## config.mk

```make
export PLATFORM = sky130hd
export DESIGN_NAME = axis_homing_command_sequencer_unit
export DESIGN_NICKNAME = d
export VERILOG_FILES = /design/src/ahcs_pkg.sv /design/src/ahcs_csr.sv /design/src/ahcs_conv.sv /design/src/ahcs_ctrl.sv /design/src/axis_homing_command_sequencer_unit.sv
export VERILOG_INCLUDE_DIRS = /design/src /design/src/src
export SDC_FILE = /design/constraint.sdc
export NUM_CORES = 2
export LEC_CHECK = 0
export BUFFER_PORTS_ARGS = -buffer_cell sky130_fd_sc_hd__clkbuf_2
export CAP_MARGIN = 20
export CORE_ASPECT_RATIO = 1.25
export CORE_MARGIN = 2
export CORE_UTILIZATION = 54
export CTS_CLUSTER_DIAMETER = 60
export DETAILED_ROUTE_END_ITERATION = 10
export GPL_TIMING_DRIVEN = 0
export PLACE_DENSITY_LB_ADDON = 0.15
export SKIP_LAST_GASP = 1
export SLEW_MARGIN = 20
export SYNTH_ARGS = -nofsm -noshare
export SYNTH_HDL_FRONTEND = slang
export SYNTH_SLANG_ARGS = --single-unit
export TNS_END_PERCENT = 20
```

## constraint.sdc

```tcl
create_clock -name clock -period 10.5 [get_ports clock]
set_clock_uncertainty 0.15 [all_clocks]
set_input_delay 0 -clock clock [delete_from_list [all_inputs] [get_ports clock]]
set_output_delay 0 -clock clock [all_outputs]
set_load 0.02 [all_outputs]
```

## src/axis_homing_command_sequencer_unit_defines.svh

```systemverilog
// Assertion macros for the axis homing command sequencer
`ifndef AXIS_HOMING_COMMAND_SEQUENCER_UNIT_DEFINES_SVH
`define AXIS_HOMING_COMMAND_SEQUENCER_UNIT_DEFINES_SVH

// check a consequence in the same cycle
`define AHCS_ASSERT_NOW(name, ante, cons) \
   name: assert property (@(posedge clock) disable iff (reset) (ante) |-> (cons)) \
      else $error("ahcs assertion failed");

// check a consequence in the next cycle
`define AHCS_ASSERT_NEXT(name, ante, cons) \
   name: assert property (@(posedge clock) disable iff (reset) (ante) |=> (cons)) \
      else $error("ahcs assertion failed");

`endif

```

## src/ahcs_pkg.sv

```systemverilog
// Shared types, codes and constants of the axis homing command sequencer
package ahcs_pkg;

   localparam int UM_W = 23;
   localparam int STEP_W = 20;
   localparam int LIFT_W = 16;
   localparam int CSR_ADDR_W = 3;
   localparam int CSR_DATA_W = 32;

   localparam int MICROSTEPS_DEFAULT = 16;

   // trunc((400*M*um + 99000) / 198000) == trunc((2*M*um + 495) / 990)
   localparam int DIV_BASE = 990;
   localparam int ROUND_BIAS = 495;

   localparam logic signed [STEP_W-1:0] STEP_MAX = 20'sh7FFFF;
   localparam logic signed [STEP_W-1:0] STEP_MIN = 20'sh80000;

   localparam logic [LIFT_W-1:0] LIFT_UP_STEPS_RESET = 16'd5000;
   localparam logic signed [STEP_W-1:0] REFERENCE_TRAVEL_RESET = -20'sd500000;

   localparam logic CSR_LIFT_UP_STEPS = 1'b0;
   localparam logic CSR_REFERENCE_TRAVEL = 1'b1;

   localparam logic KIND_COMMAND = 1'b0;
   localparam logic KIND_TICK = 1'b1;

   localparam logic [2:0] CMD_STOP = 3'd0;
   localparam logic [2:0] CMD_REFERENCE = 3'd1;
   localparam logic [2:0] CMD_MOVE = 3'd2;
   localparam logic [2:0] CMD_UP = 3'd3;
   localparam logic [2:0] CMD_DOWN = 3'd4;
   localparam logic [2:0] CMD_CLEAR_FAULTS = 3'd5;

   localparam logic [2:0] RUN_IDLE = 3'd0;
   localparam logic [2:0] RUN_REFERENCE = 3'd1;
   localparam logic [2:0] RUN_MOVE = 3'd2;
   localparam logic [2:0] RUN_UP = 3'd3;
   localparam logic [2:0] RUN_DOWN = 3'd4;

   localparam logic [1:0] ORDER_NONE = 2'd0;
   localparam logic [1:0] ORDER_SLEDGE_REL = 2'd1;
   localparam logic [1:0] ORDER_SLEDGE_ABS = 2'd2;
   localparam logic [1:0] ORDER_LIFT_ABS = 2'd3;

   localparam logic [1:0] ERR_NONE = 2'd0;
   localparam logic [1:0] ERR_NO_REFERENCE = 2'd1;
   localparam logic [1:0] ERR_BLOCKED = 2'd2;
   localparam logic [1:0] ERR_UNKNOWN_CMD = 2'd3;

   typedef struct packed {
      logic kind;
      logic [2:0] command;
      logic signed [UM_W-1:0] position_um;
      logic motors_done;
      logic motor_blocked;
      logic ref_sensor_raw;
   } item_type;

   typedef struct packed {
      logic stop_all;
      logic reset_motors;
      logic [1:0] move_order;
      logic signed [STEP_W-1:0] move_steps;
      logic clear_faults;
      logic [1:0] error_code;
      logic [2:0] active_command;
      logic is_moving;
      logic homed;
      logic at_reference;
      logic lift_is_up;
      logic lift_is_down;
   } result_type;

   typedef struct packed {
      logic [LIFT_W-1:0] lift_up_steps;
      logic signed [STEP_W-1:0] reference_travel;
   } cfg_type;

endpackage

```

## src/ahcs_csr.sv

```systemverilog
// Configuration register file with APB-style access
module ahcs_csr (
   input  logic clock,
   input  logic reset,
   input  logic psel,
   input  logic penable,
   input  logic pwrite,
   input  logic [ahcs_pkg::CSR_ADDR_W-1:0] paddr,
   input  logic [ahcs_pkg::CSR_DATA_W-1:0] pwdata,
   output logic [ahcs_pkg::CSR_DATA_W-1:0] prdata,
   output ahcs_pkg::cfg_type cfg
);

   logic [ahcs_pkg::LIFT_W-1:0] lift_up_steps_ff;
   logic signed [ahcs_pkg::STEP_W-1:0] reference_travel_ff;
   logic wr_en;
   logic reg_idx;

   assign wr_en = psel & penable & pwrite;
   assign reg_idx = paddr[ahcs_pkg::CSR_ADDR_W-1];

   always_ff @(posedge clock) begin
      if (reset) begin
         lift_up_steps_ff <= ahcs_pkg::LIFT_UP_STEPS_RESET;
         reference_travel_ff <= ahcs_pkg::REFERENCE_TRAVEL_RESET;
      end else if (wr_en) begin
         case (reg_idx)
            ahcs_pkg::CSR_LIFT_UP_STEPS: begin
               lift_up_steps_ff <= pwdata[ahcs_pkg::LIFT_W-1:0];
            end
            ahcs_pkg::CSR_REFERENCE_TRAVEL: begin
               reference_travel_ff <= $signed(pwdata[ahcs_pkg::STEP_W-1:0]);
            end
            default: begin
            end
         endcase
      end
   end

   always_comb begin
      case (reg_idx)
         ahcs_pkg::CSR_LIFT_UP_STEPS: begin
            prdata = ahcs_pkg::CSR_DATA_W'(lift_up_steps_ff);
         end
         ahcs_pkg::CSR_REFERENCE_TRAVEL: begin
            prdata = ahcs_pkg::CSR_DATA_W'(reference_travel_ff);
         end
         default: begin
            prdata = '0;
         end
      endcase
   end

   assign cfg.lift_up_steps = lift_up_steps_ff;
   assign cfg.reference_travel = reference_travel_ff;

endmodule

```

## src/ahcs_conv.sv

```systemverilog
// Input register and pipelined micrometre to step conversion
module ahcs_conv #(
   parameter int MICROSTEPS = ahcs_pkg::MICROSTEPS_DEFAULT
) (
   input  logic clock,
   input  logic reset,
   input  logic en,
   input  logic in_valid,
   input  ahcs_pkg::item_type in_item,
   output logic out_valid,
   output ahcs_pkg::item_type out_item,
   output logic signed [ahcs_pkg::STEP_W-1:0] out_steps
);

   localparam int SCALE = 2 * MICROSTEPS;
   localparam int SCALE_W = $clog2(SCALE + 1);
   localparam int NUM_W = ahcs_pkg::UM_W + SCALE_W + 1;
   localparam int MAG_W = NUM_W - 1;
   localparam int RECIP_SHIFT = MAG_W + 9;
   localparam longint unsigned RECIP_L = (64'd1 << RECIP_SHIFT) / 64'd990;
   localparam logic [MAG_W-1:0] RECIP = MAG_W'(RECIP_L);
   localparam int Q_W = MAG_W - 9;
   localparam int SAT_W = (Q_W + 1 > ahcs_pkg::STEP_W + 1) ? Q_W + 1 : ahcs_pkg::STEP_W + 1;

   logic s1_valid_ff;
   ahcs_pkg::item_type s1_item_ff;
   logic s2_valid_ff;
   ahcs_pkg::item_type s2_item_ff;
   logic s2_neg_ff;
   logic [MAG_W-1:0] s2_mag_ff;
   logic s3_valid_ff;
   ahcs_pkg::item_type s3_item_ff;
   logic s3_neg_ff;
   logic [MAG_W-1:0] s3_mag_ff;
   logic [Q_W-1:0] s3_quot_ff;
   logic s4_valid_ff;
   ahcs_pkg::item_type s4_item_ff;
   logic signed [ahcs_pkg::STEP_W-1:0] s4_steps_ff;

   logic signed [NUM_W-1:0] num;
   logic [MAG_W-1:0] s2_mag_in;
   logic [2*MAG_W-1:0] prod_wide;
   logic [Q_W-1:0] s3_quot_in;
   logic [MAG_W:0] back_prod;
   logic [MAG_W:0] remainder;
   logic [Q_W-1:0] quot;
   logic signed [SAT_W-1:0] sval;
   logic signed [ahcs_pkg::STEP_W-1:0] s4_steps_in;

   assign num = NUM_W'(s1_item_ff.position_um) * $signed(NUM_W'(SCALE))
      + $signed(NUM_W'(ahcs_pkg::ROUND_BIAS));
   assign s2_mag_in = num[NUM_W-1] ? MAG_W'(-num) : MAG_W'(num);

   assign prod_wide = (2 * MAG_W)'(s2_mag_ff) * (2 * MAG_W)'(RECIP);
   assign s3_quot_in = prod_wide[RECIP_SHIFT +: Q_W];

   always_comb begin
      back_prod = (MAG_W + 1)'(s3_quot_ff) * (MAG_W + 1)'(ahcs_pkg::DIV_BASE);
      remainder = (MAG_W + 1)'(s3_mag_ff) - back_prod;
      quot = (remainder >= (MAG_W + 1)'(ahcs_pkg::DIV_BASE)) ? s3_quot_ff + 1'b1 : s3_quot_ff;
      sval = s3_neg_ff ? -$signed(SAT_W'(quot)) : $signed(SAT_W'(quot));
      if (sval > SAT_W'(ahcs_pkg::STEP_MAX)) begin
         s4_steps_in = ahcs_pkg::STEP_MAX;
      end else if (sval < SAT_W'(ahcs_pkg::STEP_MIN)) begin
         s4_steps_in = ahcs_pkg::STEP_MIN;
      end else begin
         s4_steps_in = sval[ahcs_pkg::STEP_W-1:0];
      end
   end

   always_ff @(posedge clock) begin
      if (reset) begin
         s1_valid_ff <= 1'b0;
         s2_valid_ff <= 1'b0;
         s3_valid_ff <= 1'b0;
         s4_valid_ff <= 1'b0;
      end else if (en) begin
         s1_valid_ff <= in_valid;
         s2_valid_ff <= s1_valid_ff;
         s3_valid_ff <= s2_valid_ff;
         s4_valid_ff <= s3_valid_ff;
      end
   end

   always_ff @(posedge clock) begin
      if (en) begin
         s1_item_ff <= in_item;
         s2_item_ff <= s1_item_ff;
         s2_neg_ff <= num[NUM_W-1];
         s2_mag_ff <= s2_mag_in;
         s3_item_ff <= s2_item_ff;
         s3_neg_ff <= s2_neg_ff;
         s3_mag_ff <= s2_mag_ff;
         s3_quot_ff <= s3_quot_in;
         s4_item_ff <= s3_item_ff;
         s4_steps_ff <= s4_steps_in;
      end
   end

   assign out_valid = s4_valid_ff;
   assign out_item = s4_item_ff;
   assign out_steps = s4_steps_ff;

endmodule

```

## src/ahcs_ctrl.sv

```systemverilog
// Sequencer state, command decode and result register
module ahcs_ctrl (
   input  logic clock,
   input  logic reset,
   input  logic en,
   input  logic in_valid,
   input  ahcs_pkg::item_type in_item,
   input  logic signed [ahcs_pkg::STEP_W-1:0] in_steps,
   input  ahcs_pkg::cfg_type cfg,
   output logic rsp_valid,
   output ahcs_pkg::result_type rsp
);

   logic [2:0] running_ff;
   logic moving_ff;
   logic homed_ff;
   logic at_ref_ff;
   logic up_ff;
   logic down_ff;
   logic signed [ahcs_pkg::STEP_W-1:0] pending_ff;
   logic signed [ahcs_pkg::STEP_W-1:0] current_ff;
   logic rsp_valid_ff;
   ahcs_pkg::result_type rsp_ff;

   logic [2:0] running_in;
   logic moving_in;
   logic homed_in;
   logic at_ref_in;
   logic up_in;
   logic down_in;
   logic signed [ahcs_pkg::STEP_W-1:0] pending_in;
   logic signed [ahcs_pkg::STEP_W-1:0] current_in;
   ahcs_pkg::result_type rsp_in;

   always_comb begin
      logic signed [ahcs_pkg::STEP_W-1:0] lift_ext;
      logic lift_blocked;
      logic sensor_on;
      logic homed_t;
      logic signed [ahcs_pkg::STEP_W-1:0] pend_t;

      lift_ext = $signed(ahcs_pkg::STEP_W'(cfg.lift_up_steps));
      lift_blocked = (in_item.command == ahcs_pkg::CMD_UP) ? up_ff : down_ff;
      sensor_on = ~in_item.ref_sensor_raw;
      homed_t = homed_ff;
      pend_t = pending_ff;

      running_in = running_ff;
      moving_in = moving_ff;
      homed_in = homed_ff;
      at_ref_in = at_ref_ff;
      up_in = up_ff;
      down_in = down_ff;
      pending_in = pending_ff;
      current_in = current_ff;
      rsp_in = '0;

      if (in_item.kind == ahcs_pkg::KIND_COMMAND) begin
         case (in_item.command)
            ahcs_pkg::CMD_STOP: begin
               rsp_in.stop_all = 1'b1;
               running_in = ahcs_pkg::RUN_IDLE;
               homed_in = 1'b0;
            end
            ahcs_pkg::CMD_REFERENCE: begin
               pending_in = '0;
               rsp_in.stop_all = 1'b1;
               running_in = ahcs_pkg::RUN_REFERENCE;
               moving_in = 1'b1;
               rsp_in.move_order = ahcs_pkg::ORDER_SLEDGE_REL;
               rsp_in.move_steps = cfg.reference_travel;
            end
            ahcs_pkg::CMD_MOVE: begin
               if (running_ff == ahcs_pkg::RUN_IDLE && (in_steps != current_ff || !homed_ff))
               begin
                  pending_in = in_steps;
                  moving_in = 1'b1;
                  if (homed_ff) begin
                     running_in = ahcs_pkg::RUN_MOVE;
                     rsp_in.move_order = ahcs_pkg::ORDER_SLEDGE_ABS;
                     rsp_in.move_steps = in_steps;
                  end else begin
                     rsp_in.stop_all = 1'b1;
                     running_in = ahcs_pkg::RUN_REFERENCE;
                     rsp_in.move_order = ahcs_pkg::ORDER_SLEDGE_REL;
                     rsp_in.move_steps = cfg.reference_travel;
                  end
               end
            end
            ahcs_pkg::CMD_UP, ahcs_pkg::CMD_DOWN: begin
               if (running_ff == ahcs_pkg::RUN_IDLE && !lift_blocked) begin
                  running_in = in_item.command;
                  moving_in = 1'b1;
                  rsp_in.move_order = ahcs_pkg::ORDER_LIFT_ABS;
                  rsp_in.move_steps = (in_item.command == ahcs_pkg::CMD_UP) ? lift_ext : -lift_ext;
               end
            end
            ahcs_pkg::CMD_CLEAR_FAULTS: begin
               rsp_in.clear_faults = 1'b1;
            end
            default: begin
               rsp_in.error_code = ahcs_pkg::ERR_UNKNOWN_CMD;
            end
         endcase
      end else begin
         if (moving_ff) begin
            at_ref_in = 1'b0;
            up_in = 1'b0;
            down_in = 1'b0;
         end
         if (running_ff == ahcs_pkg::RUN_IDLE) begin
            moving_in = 1'b0;
         end
         if (running_ff != ahcs_pkg::RUN_IDLE && in_item.motors_done) begin
            moving_in = 1'b0;
            if (running_ff == ahcs_pkg::RUN_REFERENCE) begin
               if (!sensor_on) begin
                  rsp_in.error_code = ahcs_pkg::ERR_NO_REFERENCE;
               end
               homed_t = sensor_on;
               rsp_in.reset_motors = 1'b1;
            end else if (in_item.motor_blocked) begin
               rsp_in.error_code = ahcs_pkg::ERR_BLOCKED;
               homed_t = 1'b0;
            end
            if (running_ff == ahcs_pkg::RUN_MOVE) begin
               current_in = pending_ff;
               pend_t = '0;
            end
            at_ref_in = (running_ff == ahcs_pkg::RUN_REFERENCE) && homed_t;
            up_in = (running_ff == ahcs_pkg::RUN_UP) && homed_t;
            down_in = (running_ff == ahcs_pkg::RUN_DOWN) && homed_t;
            if (homed_t && running_ff == ahcs_pkg::RUN_REFERENCE && pend_t != '0) begin
               running_in = ahcs_pkg::RUN_MOVE;
               moving_in = 1'b1;
               rsp_in.move_order = ahcs_pkg::ORDER_SLEDGE_ABS;
               rsp_in.move_steps = pend_t;
            end else begin
               running_in = ahcs_pkg::RUN_IDLE;
            end
            homed_in = homed_t;
            pending_in = pend_t;
         end
      end

      rsp_in.active_command = running_in;
      rsp_in.is_moving = moving_in;
      rsp_in.homed = homed_in;
      rsp_in.at_reference = at_ref_in;
      rsp_in.lift_is_up = up_in;
      rsp_in.lift_is_down = down_in;
   end

   always_ff @(posedge clock) begin
      if (reset) begin
         running_ff <= ahcs_pkg::RUN_IDLE;
         moving_ff <= 1'b0;
         homed_ff <= 1'b0;
         at_ref_ff <= 1'b0;
         up_ff <= 1'b0;
         down_ff <= 1'b0;
         pending_ff <= '0;
         current_ff <= '0;
         rsp_valid_ff <= 1'b0;
      end else if (en) begin
         rsp_valid_ff <= in_valid;
         if (in_valid) begin
            running_ff <= running_in;
            moving_ff <= moving_in;
            homed_ff <= homed_in;
            at_ref_ff <= at_ref_in;
            up_ff <= up_in;
            down_ff <= down_in;
            pending_ff <= pending_in;
            current_ff <= current_in;
         end
      end
   end

   always_ff @(posedge clock) begin
      if (en && in_valid) begin
         rsp_ff <= rsp_in;
      end
   end

   assign rsp_valid = rsp_valid_ff;
   assign rsp = rsp_ff;

endmodule

```

## src/axis_homing_command_sequencer_unit.sv

```systemverilog
// Top level of the axis homing command sequencer
//
//   channel  direction  handshake              beat
//   req      in         req_valid/req_ready    one command or status tick
//   rsp      out        rsp_valid/rsp_ready    one result per req beat
//   csr      in/out     csr_psel/csr_penable   one register write or read
//
// One beat per cycle while rsp is not stalled; each beat passes from req to rsp through
// an input register, three stages of the micrometre to step conversion
// (multiply by scale, multiply by reciprocal, correct and saturate) and the
// result register written by the state update.
// Reset is synchronous, clears all control state and sets both configuration registers to their reset values.
// A stalled rsp holds the whole pipeline and drops req_ready.
`include "axis_homing_command_sequencer_unit_defines.svh"

module axis_homing_command_sequencer_unit #(
   parameter int MICROSTEPS = ahcs_pkg::MICROSTEPS_DEFAULT
) (
   input  logic clock,
   input  logic reset,

   input  logic req_valid,
   output logic req_ready,
   input  logic req_kind,
   input  logic [2:0] req_command,
   input  logic signed [ahcs_pkg::UM_W-1:0] req_position_um,
   input  logic req_motors_done,
   input  logic req_motor_blocked,
   input  logic req_ref_sensor_raw,

   output logic rsp_valid,
   input  logic rsp_ready,
   output logic rsp_stop_all,
   output logic rsp_reset_motors,
   output logic [1:0] rsp_move_order,
   output logic signed [ahcs_pkg::STEP_W-1:0] rsp_move_steps,
   output logic rsp_clear_faults,
   output logic [1:0] rsp_error_code,
   output logic [2:0] rsp_active_command,
   output logic rsp_is_moving,
   output logic rsp_homed,
   output logic rsp_at_reference,
   output logic rsp_lift_is_up,
   output logic rsp_lift_is_down,

   input  logic csr_psel,
   input  logic csr_penable,
   input  logic csr_pwrite,
   input  logic [ahcs_pkg::CSR_ADDR_W-1:0] csr_paddr,
   input  logic [ahcs_pkg::CSR_DATA_W-1:0] csr_pwdata,
   output logic [ahcs_pkg::CSR_DATA_W-1:0] csr_prdata,
   output logic csr_pready
);

   logic en;
   ahcs_pkg::item_type req_item;
   ahcs_pkg::cfg_type cfg;
   logic conv_valid;
   ahcs_pkg::item_type conv_item;
   logic signed [ahcs_pkg::STEP_W-1:0] conv_steps;
   ahcs_pkg::result_type rsp;

   assign en = ~rsp_valid | rsp_ready;
   assign req_ready = en;
   assign csr_pready = 1'b1;

   assign req_item.kind = req_kind;
   assign req_item.command = req_command;
   assign req_item.position_um = req_position_um;
   assign req_item.motors_done = req_motors_done;
   assign req_item.motor_blocked = req_motor_blocked;
   assign req_item.ref_sensor_raw = req_ref_sensor_raw;

   ahcs_csr u_csr (
      .clock   (clock),
      .reset   (reset),
      .psel    (csr_psel),
      .penable (csr_penable),
      .pwrite  (csr_pwrite),
      .paddr   (csr_paddr),
      .pwdata  (csr_pwdata),
      .prdata  (csr_prdata),
      .cfg     (cfg)
   );

   ahcs_conv #(
      .MICROSTEPS (MICROSTEPS)
   ) u_conv (
      .clock     (clock),
      .reset     (reset),
      .en        (en),
      .in_valid  (req_valid),
      .in_item   (req_item),
      .out_valid (conv_valid),
      .out_item  (conv_item),
      .out_steps (conv_steps)
   );

   ahcs_ctrl u_ctrl (
      .clock     (clock),
      .reset     (reset),
      .en        (en),
      .in_valid  (conv_valid),
      .in_item   (conv_item),
      .in_steps  (conv_steps),
      .cfg       (cfg),
      .rsp_valid (rsp_valid),
      .rsp       (rsp)
   );

   assign rsp_stop_all = rsp.stop_all;
   assign rsp_reset_motors = rsp.reset_motors;
   assign rsp_move_order = rsp.move_order;
   assign rsp_move_steps = rsp.move_steps;
   assign rsp_clear_faults = rsp.clear_faults;
   assign rsp_error_code = rsp.error_code;
   assign rsp_active_command = rsp.active_command;
   assign rsp_is_moving = rsp.is_moving;
   assign rsp_homed = rsp.homed;
   assign rsp_at_reference = rsp.at_reference;
   assign rsp_lift_is_up = rsp.lift_is_up;
   assign rsp_lift_is_down = rsp.lift_is_down;

   `AHCS_ASSERT_NOW(a_lift_flags_exclusive, rsp_valid, !(rsp_lift_is_up && rsp_lift_is_down))
   `AHCS_ASSERT_NOW(a_no_ref_resets, rsp_valid && rsp_error_code == ahcs_pkg::ERR_NO_REFERENCE, rsp_reset_motors)
   `AHCS_ASSERT_NOW(a_idle_order_zero, rsp_valid && rsp_move_order == ahcs_pkg::ORDER_NONE, rsp_move_steps == '0)
   `AHCS_ASSERT_NOW(a_lift_order_cmd, rsp_valid && rsp_move_order == ahcs_pkg::ORDER_LIFT_ABS, rsp_active_command == ahcs_pkg::RUN_UP || rsp_active_command == ahcs_pkg::RUN_DOWN)
   `AHCS_ASSERT_NEXT(a_bubble_no_rsp, en && !conv_valid, !rsp_valid)

endmodule
```

* After elaboration in Yosys (flattened, before gate mapping)
Cells that the tools add are included.
** Cells by class
- Equality and inequality tests :: 12
- $lt $le $gt $ge :: 3
- $mul :: 2
- Bitwise gates (word level) :: 6
- Muxes and demuxes :: 62
- Add/sub/neg operators :: 6
- Reduce and logical (&&, ||, !) cells :: 25
** Operators with widths (count)
- 2-to-1 mux 20 bit :: 9
- 2-to-1 mux 22 bit :: 6
- case mux 22 bit (3 select lines) :: 1
- case mux 32 bit (2 select lines) :: 1
- multiplier 29 x 29 -> 58 bit (second input constant) :: 1
- case mux 20 bit (2 select lines) :: 1
- >= comparator 30 x 10 -> 1 bit (second input constant) :: 1
- subtractor 29 x 30 -> 30 bit :: 1
- adder 28 x 10 -> 29 bit (second input constant) :: 1
- multiplier 20 x 9 -> 29 bit (second input constant) :: 1
- 2-to-1 mux 29 bit :: 1
- negator 29 bit :: 1
- 2-to-1 mux 1 bit :: 28
- > comparator 21 x 20 -> 1 bit (second input constant) :: 1
- < comparator 21 x 20 -> 1 bit (second input constant) :: 1
- 2-to-1 mux 21 bit :: 1
- negator 20 -> 21 bit :: 1
- adder 20 x 1 -> 20 bit (second input constant) :: 1
- inequality test 20 bit :: 1
- negator 16 -> 20 bit :: 1
- nonzero test 20 bit :: 1
- 2-to-1 mux 2 bit :: 7
- == test 3 x 2 -> 1 bit (second input constant) :: 4
- 2-to-1 mux 3 bit :: 4
- 19 further kinds :: 40
** Storage, ports and cells
- Register bits after elaboration :: 275
- Word-level logic and storage cells :: 170
- Input port bits :: 72
- Output and inout bits :: 70

* Logic depth before layout (Yosys ltp)
- Word-level depth :: 9
- Gate-level depth with buffers :: 45
- Depth with buffers taken out :: 42

* Hierarchy
From an unflattened synthesis, not the netlist that was laid out.
** Unflattened totals
- Cell total of the unflattened synthesis :: 3116
- Area, all modules :: 33375.8 um^2
** By module, submodules not included
- ahcs_conv :: cells each 2435, area each 27154.8 um^2, times used 1
- ahcs_ctrl :: cells each 494, area each 4391.7 um^2, times used 1
- ahcs_csr :: cells each 184, area each 1811.7 um^2, times used 1
- axis_homing_command_sequencer_unit :: cells each 3, area each 17.5 um^2, times used 1

* Worst setup path after synthesis
Ideal clock, no wire load.
- Path kind :: flip-flop to flip-flop
- Start :: register u_conv.s3_quot_ff[3]
- End :: register u_conv.s4_steps_ff (netlist bit u_conv.out_steps[2]) (data pin)
- Buffers on the path :: 0
- Data arrival time :: 9.224 ns
- Clock period less this slack :: 9.536 ns
- Stages on the path, launching flop included :: 35
- Data required time :: 10.188 ns
- Slack :: 0.964 ns
- Cell sequence :: edfxtp_1 -> inv_1 -> fa_1 -> inv_1 -> fa_1 -> fa_1 -> inv_1 -> fa_1 -> inv_1 -> ha_1 -> a21oi_1 -> o21ai_0 -> o311ai_0 -> nor4_1 -> nor4_1 -> o21ai_0 -> a21o_1 -> a21oi_1 -> xor2_1 -> ha_1 -> inv_1 -> a21boi_0 -> o221ai_1 -> or3_1 -> a2111oi_0 -> nand4_1 -> nor4_2 -> nand4_2 -> a2111oi_4 -> o22ai_2 -> nor4b_2 -> nor4b_4 -> mux2_2 -> or4_1 -> o2111ai_1
** Between the ends
- Cells in the longest elaborated chain, start to end :: 8
- Elaborated cells between the ends (all ways) :: 10
- Those cells by class :: add/sub: 3; mul: 1; order compare: 3; mux: 3
** Ends and longest elaborated chain
- from (decl) :: RTL line ahcs_conv.sv:35 : logic [Q_W-1:0] s3_quot_ff;
- from (signal assigned) :: RTL line ahcs_conv.sv:94 : s3_quot_ff <= s3_quot_in;
- multiplier 20 x 9 -> 29 bit :: RTL line ahcs_conv.sv:58 : back_prod = (MAG_W + 1)'(s3_quot_ff) * (MAG_W + 1)'(ahcs_pkg::DIV_BASE);
- subtractor 29 x 30 -> 30 bit :: RTL line ahcs_conv.sv:59 : remainder = (MAG_W + 1)'(s3_mag_ff) - back_prod;
- >= comparator 30 x 10 -> 1 bit :: RTL line ahcs_conv.sv:60 : quot = (remainder >= (MAG_W + 1)'(ahcs_pkg::DIV_BASE)) ? s3_quot_ff + 1'b1 : s3_quot_ff;
- 2-to-1 mux 20 bit * :: RTL line ahcs_conv.sv:60
- negator 20 -> 21 bit :: RTL line ahcs_conv.sv:61 : sval = s3_neg_ff ? -$signed(SAT_W'(quot)) : $signed(SAT_W'(quot));
- 2-to-1 mux 21 bit * :: RTL line ahcs_conv.sv:61
- < comparator 21 x 20 -> 1 bit :: RTL line ahcs_conv.sv:64 : end else if (sval < SAT_W'(ahcs_pkg::STEP_MIN)) begin
- 2-to-1 mux 20 bit :: RTL line ahcs_conv.sv:64
- to (signal assigned) :: RTL line ahcs_conv.sv:96 : s4_steps_ff <= s4_steps_in;
- to (decl) :: RTL line ahcs_conv.sv:38 : logic signed [ahcs_pkg::STEP_W-1:0] s4_steps_ff;
Every way passes the cells marked *; elsewhere a longest branch is shown, timed or not.
A chain may end at the register's enable or synchronous reset.

* Worst setup path in the final report
- Start :: register u_conv.s3_quot_ff[6]
- End :: register u_conv.s4_steps_ff (netlist bit u_conv.out_steps[1]) (data pin)
The elaborated chain is that of the path after synthesis.

==> impl_results.md <==
- Final Critical Period: 10.16 ns
- Slew at the pin closest to its max-slew limit: 1.09 ns
- Top Layer Used: met4
- Root Driver: clkbuf_16
- Initial Util: approximately 54%
- Worst-Skew Late Latency: 0.56 ns
- Nets: between 4000 and 5000
- Crit path max fanout: 8
- Max-Cap Viols: 0
- Via count: between 20000 and 25000
- Mean Syn Cell Area: between 10 and 15 sq um
- Wire per inst: just under 20 um
- Synth Cell Area: 30900 sq um
- Total die area: roughly 60000 sq um
- Wire length on met1: 29900 um
- Global-route wire length before repair: roughly 130000 um
- FP Rows: 98
- Chip Height: 271 um
- Num CTS Buffers: 34
- Critical path's top delay family: compound AO/OA/AOI/OAI gates
- Finished Cell Area: 35500 sq um
- Maximum number of pins on one net before global-route repair: 80
- Hold EP: u_conv.s1_item_ff[29]
- Number of synthesized flops with an enable pin: 178
- Final Non-Filler Cells: 4169
- CP Launch Type: flip-flop
- Clk pin slew, worst setup/hold paths: about 0.060 ns
- Synth-to-layout area growth: 14.9%
- Hold path depth: 2
- Fin. Hold Viols: 0
- Status: complete, no violations
- CP startpoint: u_conv.s3_quot_ff[6]
- Primary FF master, synth: edfxtp_1
- Vias in the first global route: 24900
- Synth Instances: 3059
- Syn. warnings: 0
- Worst Hold Class: input pin to flip-flop
- Placed cell count: slightly below 4000
- I/O pins: 142
- Relative slew slack: roughly 27%
- DRC viols: 0
- Asr flop ratio synth: 0%
- Worst r2r dst: u_conv.out_steps[1]
- Worst Path Arrival: 10.33 ns
- Met3 WL: 3120 um
- Worst R2R Setup Slack: about 0.34 ns
- R2R Path Start: u_conv.s3_quot_ff[6]
- Minimum hold slack: 0.0168 ns
- Final HPWL DP: ~64000 um
- Placed inst area: roughly 33000 sq um
- DR vias/cell: 5.56
- Final ANT Viol Nets: 0
- Netlist cell types: 88
- Final wirelength: 80300 um
- TritonCTS clock tree: done
- Worst Path Required: 10.68 ns
- Clock tree sinks: 267
- Routability Congestion: 0.962
- Crit. End Element: flip-flop
- Initial antenna violation count: 1
- Sequential fraction of the synthesis area: 23.1%
- Clock Path Buffers: 3
- R2R cell count: 39
- Overall Global Routing Usage: about 28%
- Met2 WL: 42700 um
- Fmax: 98.4 MHz
- Final Setup Violations: 0
- Core area: 56900 sq um
- Grt ovf: 0
- Final number of max-transition violations: 0
- Fin crit share: a little over nine tenths
- Slowest cell on crit path: fa_2
- # port buffers: 124
- H-Tree Depth: 2
- Fillcell total: 4761
- Worst Setup Path Type: flip-flop to flip-flop
- Flops & latches, synth: 267
- DIE WIDTH: 218 um
- Detailed Route Iter0 Violations: 1271
- Finished Core Util: 62.4%
- Buffers & Inverters on Critical Path: 7
- Hold Crit Start: req_kind
- Layout cells sized above 1: around 11%
- CP peak stage delay: 0.62 ns
- 1st-pass router iterations: 6
- Syn Nets: 3977
repair_timing:
item	CTS	global route
gates resized for setup	21	58
hold buffers	100	1
gates cloned	0	0
endpoints found under the setup margin	20	20
endpoints found under the hold margin	102	1
buffers inserted	26	47
pin swaps	4	35
stage by stage:
stage | TNS (ns) | worst slack (ns)
3_3_place_gp | -31.11 | -1.87
3_5_place_dp | -33.70 | -1.98
2_1_floorplan | 0 | 0.964
6_report | 0 | 0.342
5_1_grt | -0.321 | -0.0758
4_1_cts | 0 | 0.0200
logic make-up (layout without fill, tap and decap cells):
logic type | count (synthesis) | count (layout) | synth area share, %
adder cells (fa/ha/maj) | 847 | 847 | 43.4
buffers and inverters | 716 | 1075 | 8.96
AND/OR/NAND/NOR | 600 | 600 | 9.38
AO/OA/AOI/OAI | 439 | 439 | 9.62
flip-flops | 267 | 267 | 23.1
XOR/XNOR | 159 | 159 | 4.53
multiplexers | 29 | 29 | 1.00
other | 2 | 3 | 0.0243
layer usage:
metal  track usage [%]  up-vias
li1                  -    10800
met1              30.7    11500
met2              52.0      660
met3              3.13      225
met4              14.1        0
met5                 0        -
registers in the layout, indices dropped and copies added, names as in the netlist, 3 cells and up:
name,count
u_ctrl.rsp,35
u_conv.s1_item_ff,30
u_conv.s2_mag_ff,26
u_conv.s3_mag_ff,26
u_conv.out_steps,20
u_conv.s3_quot_ff,20
u_csr.reference_travel_ff,20
u_ctrl.current_ff,20
u_ctrl.pending_ff,20
u_csr.lift_up_steps_ff,16
u_conv.out_item,7
u_conv.s2_item_ff,7
u_conv.s3_item_ff,7
u_ctrl.running_ff,3
synth_stat cells, drive strengths merged, types with 9 or more instances:
cell type	number	area (sq um)
xnor2	94	831
and2	15	93.8
mux2	16	180
mux2i	13	130
o21bai	10	75.1
o221ai	11	96.3
dfxtp	89	1780
buf	31	198
fa	375	7510
nor2b	19	119
nor2	131	492
a22oi	21	158
clkbuf	64	240
inv	621	2330
o21ai	91	467
nand3b	16	120
nand3	38	190
a211oi	9	80.1
o21a	17	128
edfxtp	178	5350
or3	13	81.3
nand2b	16	100
o22ai	10	68.8
a21o	35	263
a31oi	15	93.8
o211ai	13	97.6
nand4	24	163
ha	471	5890
xor2	65	569
nor4	23	150
a222oi	16	160
nor3	27	155
nand2	233	875
a21oi	125	641
and3	13	81.3
layout make-up:
type	count	area [sq um]	area share, %
Multi-Input combinational cell	2076	21300	60.0
Sequential cell	267	7130	20.1
Inverter	621	2340	6.59
Timing Repair Buffer	300	2240	6.32
Tap cell	750	938	2.64
Clock buffer	40	883	2.49
Buffer	92	442	1.24
Clock inverter	22	223	0.628
Antenna cell	1	2.50	0.00705
placed cells by master (no fill, tap or decap), drive strengths merged, types with 65 or more instances in the layout:
| master | synthesis | routed |
|---|---|---|
| xnor2 | 94 | 94 |
| inv | 621 | 628 |
| o21ai | 91 | 91 |
| dlygate4sd3 | 0 | 101 |
| a21oi | 125 | 125 |
| dfxtp | 89 | 89 |
| fa | 375 | 375 |
| nor2 | 131 | 131 |
| ha | 471 | 471 |
| edfxtp | 178 | 178 |
| nand2 | 233 | 233 |
| xor2 | 65 | 65 |
| buf | 31 | 107 |
| clkbuf | 64 | 224 |
worst max path at each step:
stage / end / slack [ns] / cells past startpoint
final: u_conv.out_steps[1] / 0.34 / 39
after global routing: u_conv.out_steps[9] / -0.08 / 37
after CTS: u_conv.out_steps[4] / 0.02 / 36
after detailed placement: u_conv.out_steps[4] / -1.98 / 37
after global placement: u_conv.out_steps[4] / -1.87 / 37
after floorplan: u_conv.out_steps[2] / 0.96 / 34
Power is left out: the tool's default activity adds up to more than one toggle a clock period on the data nets, which glitch-free logic cannot reach.
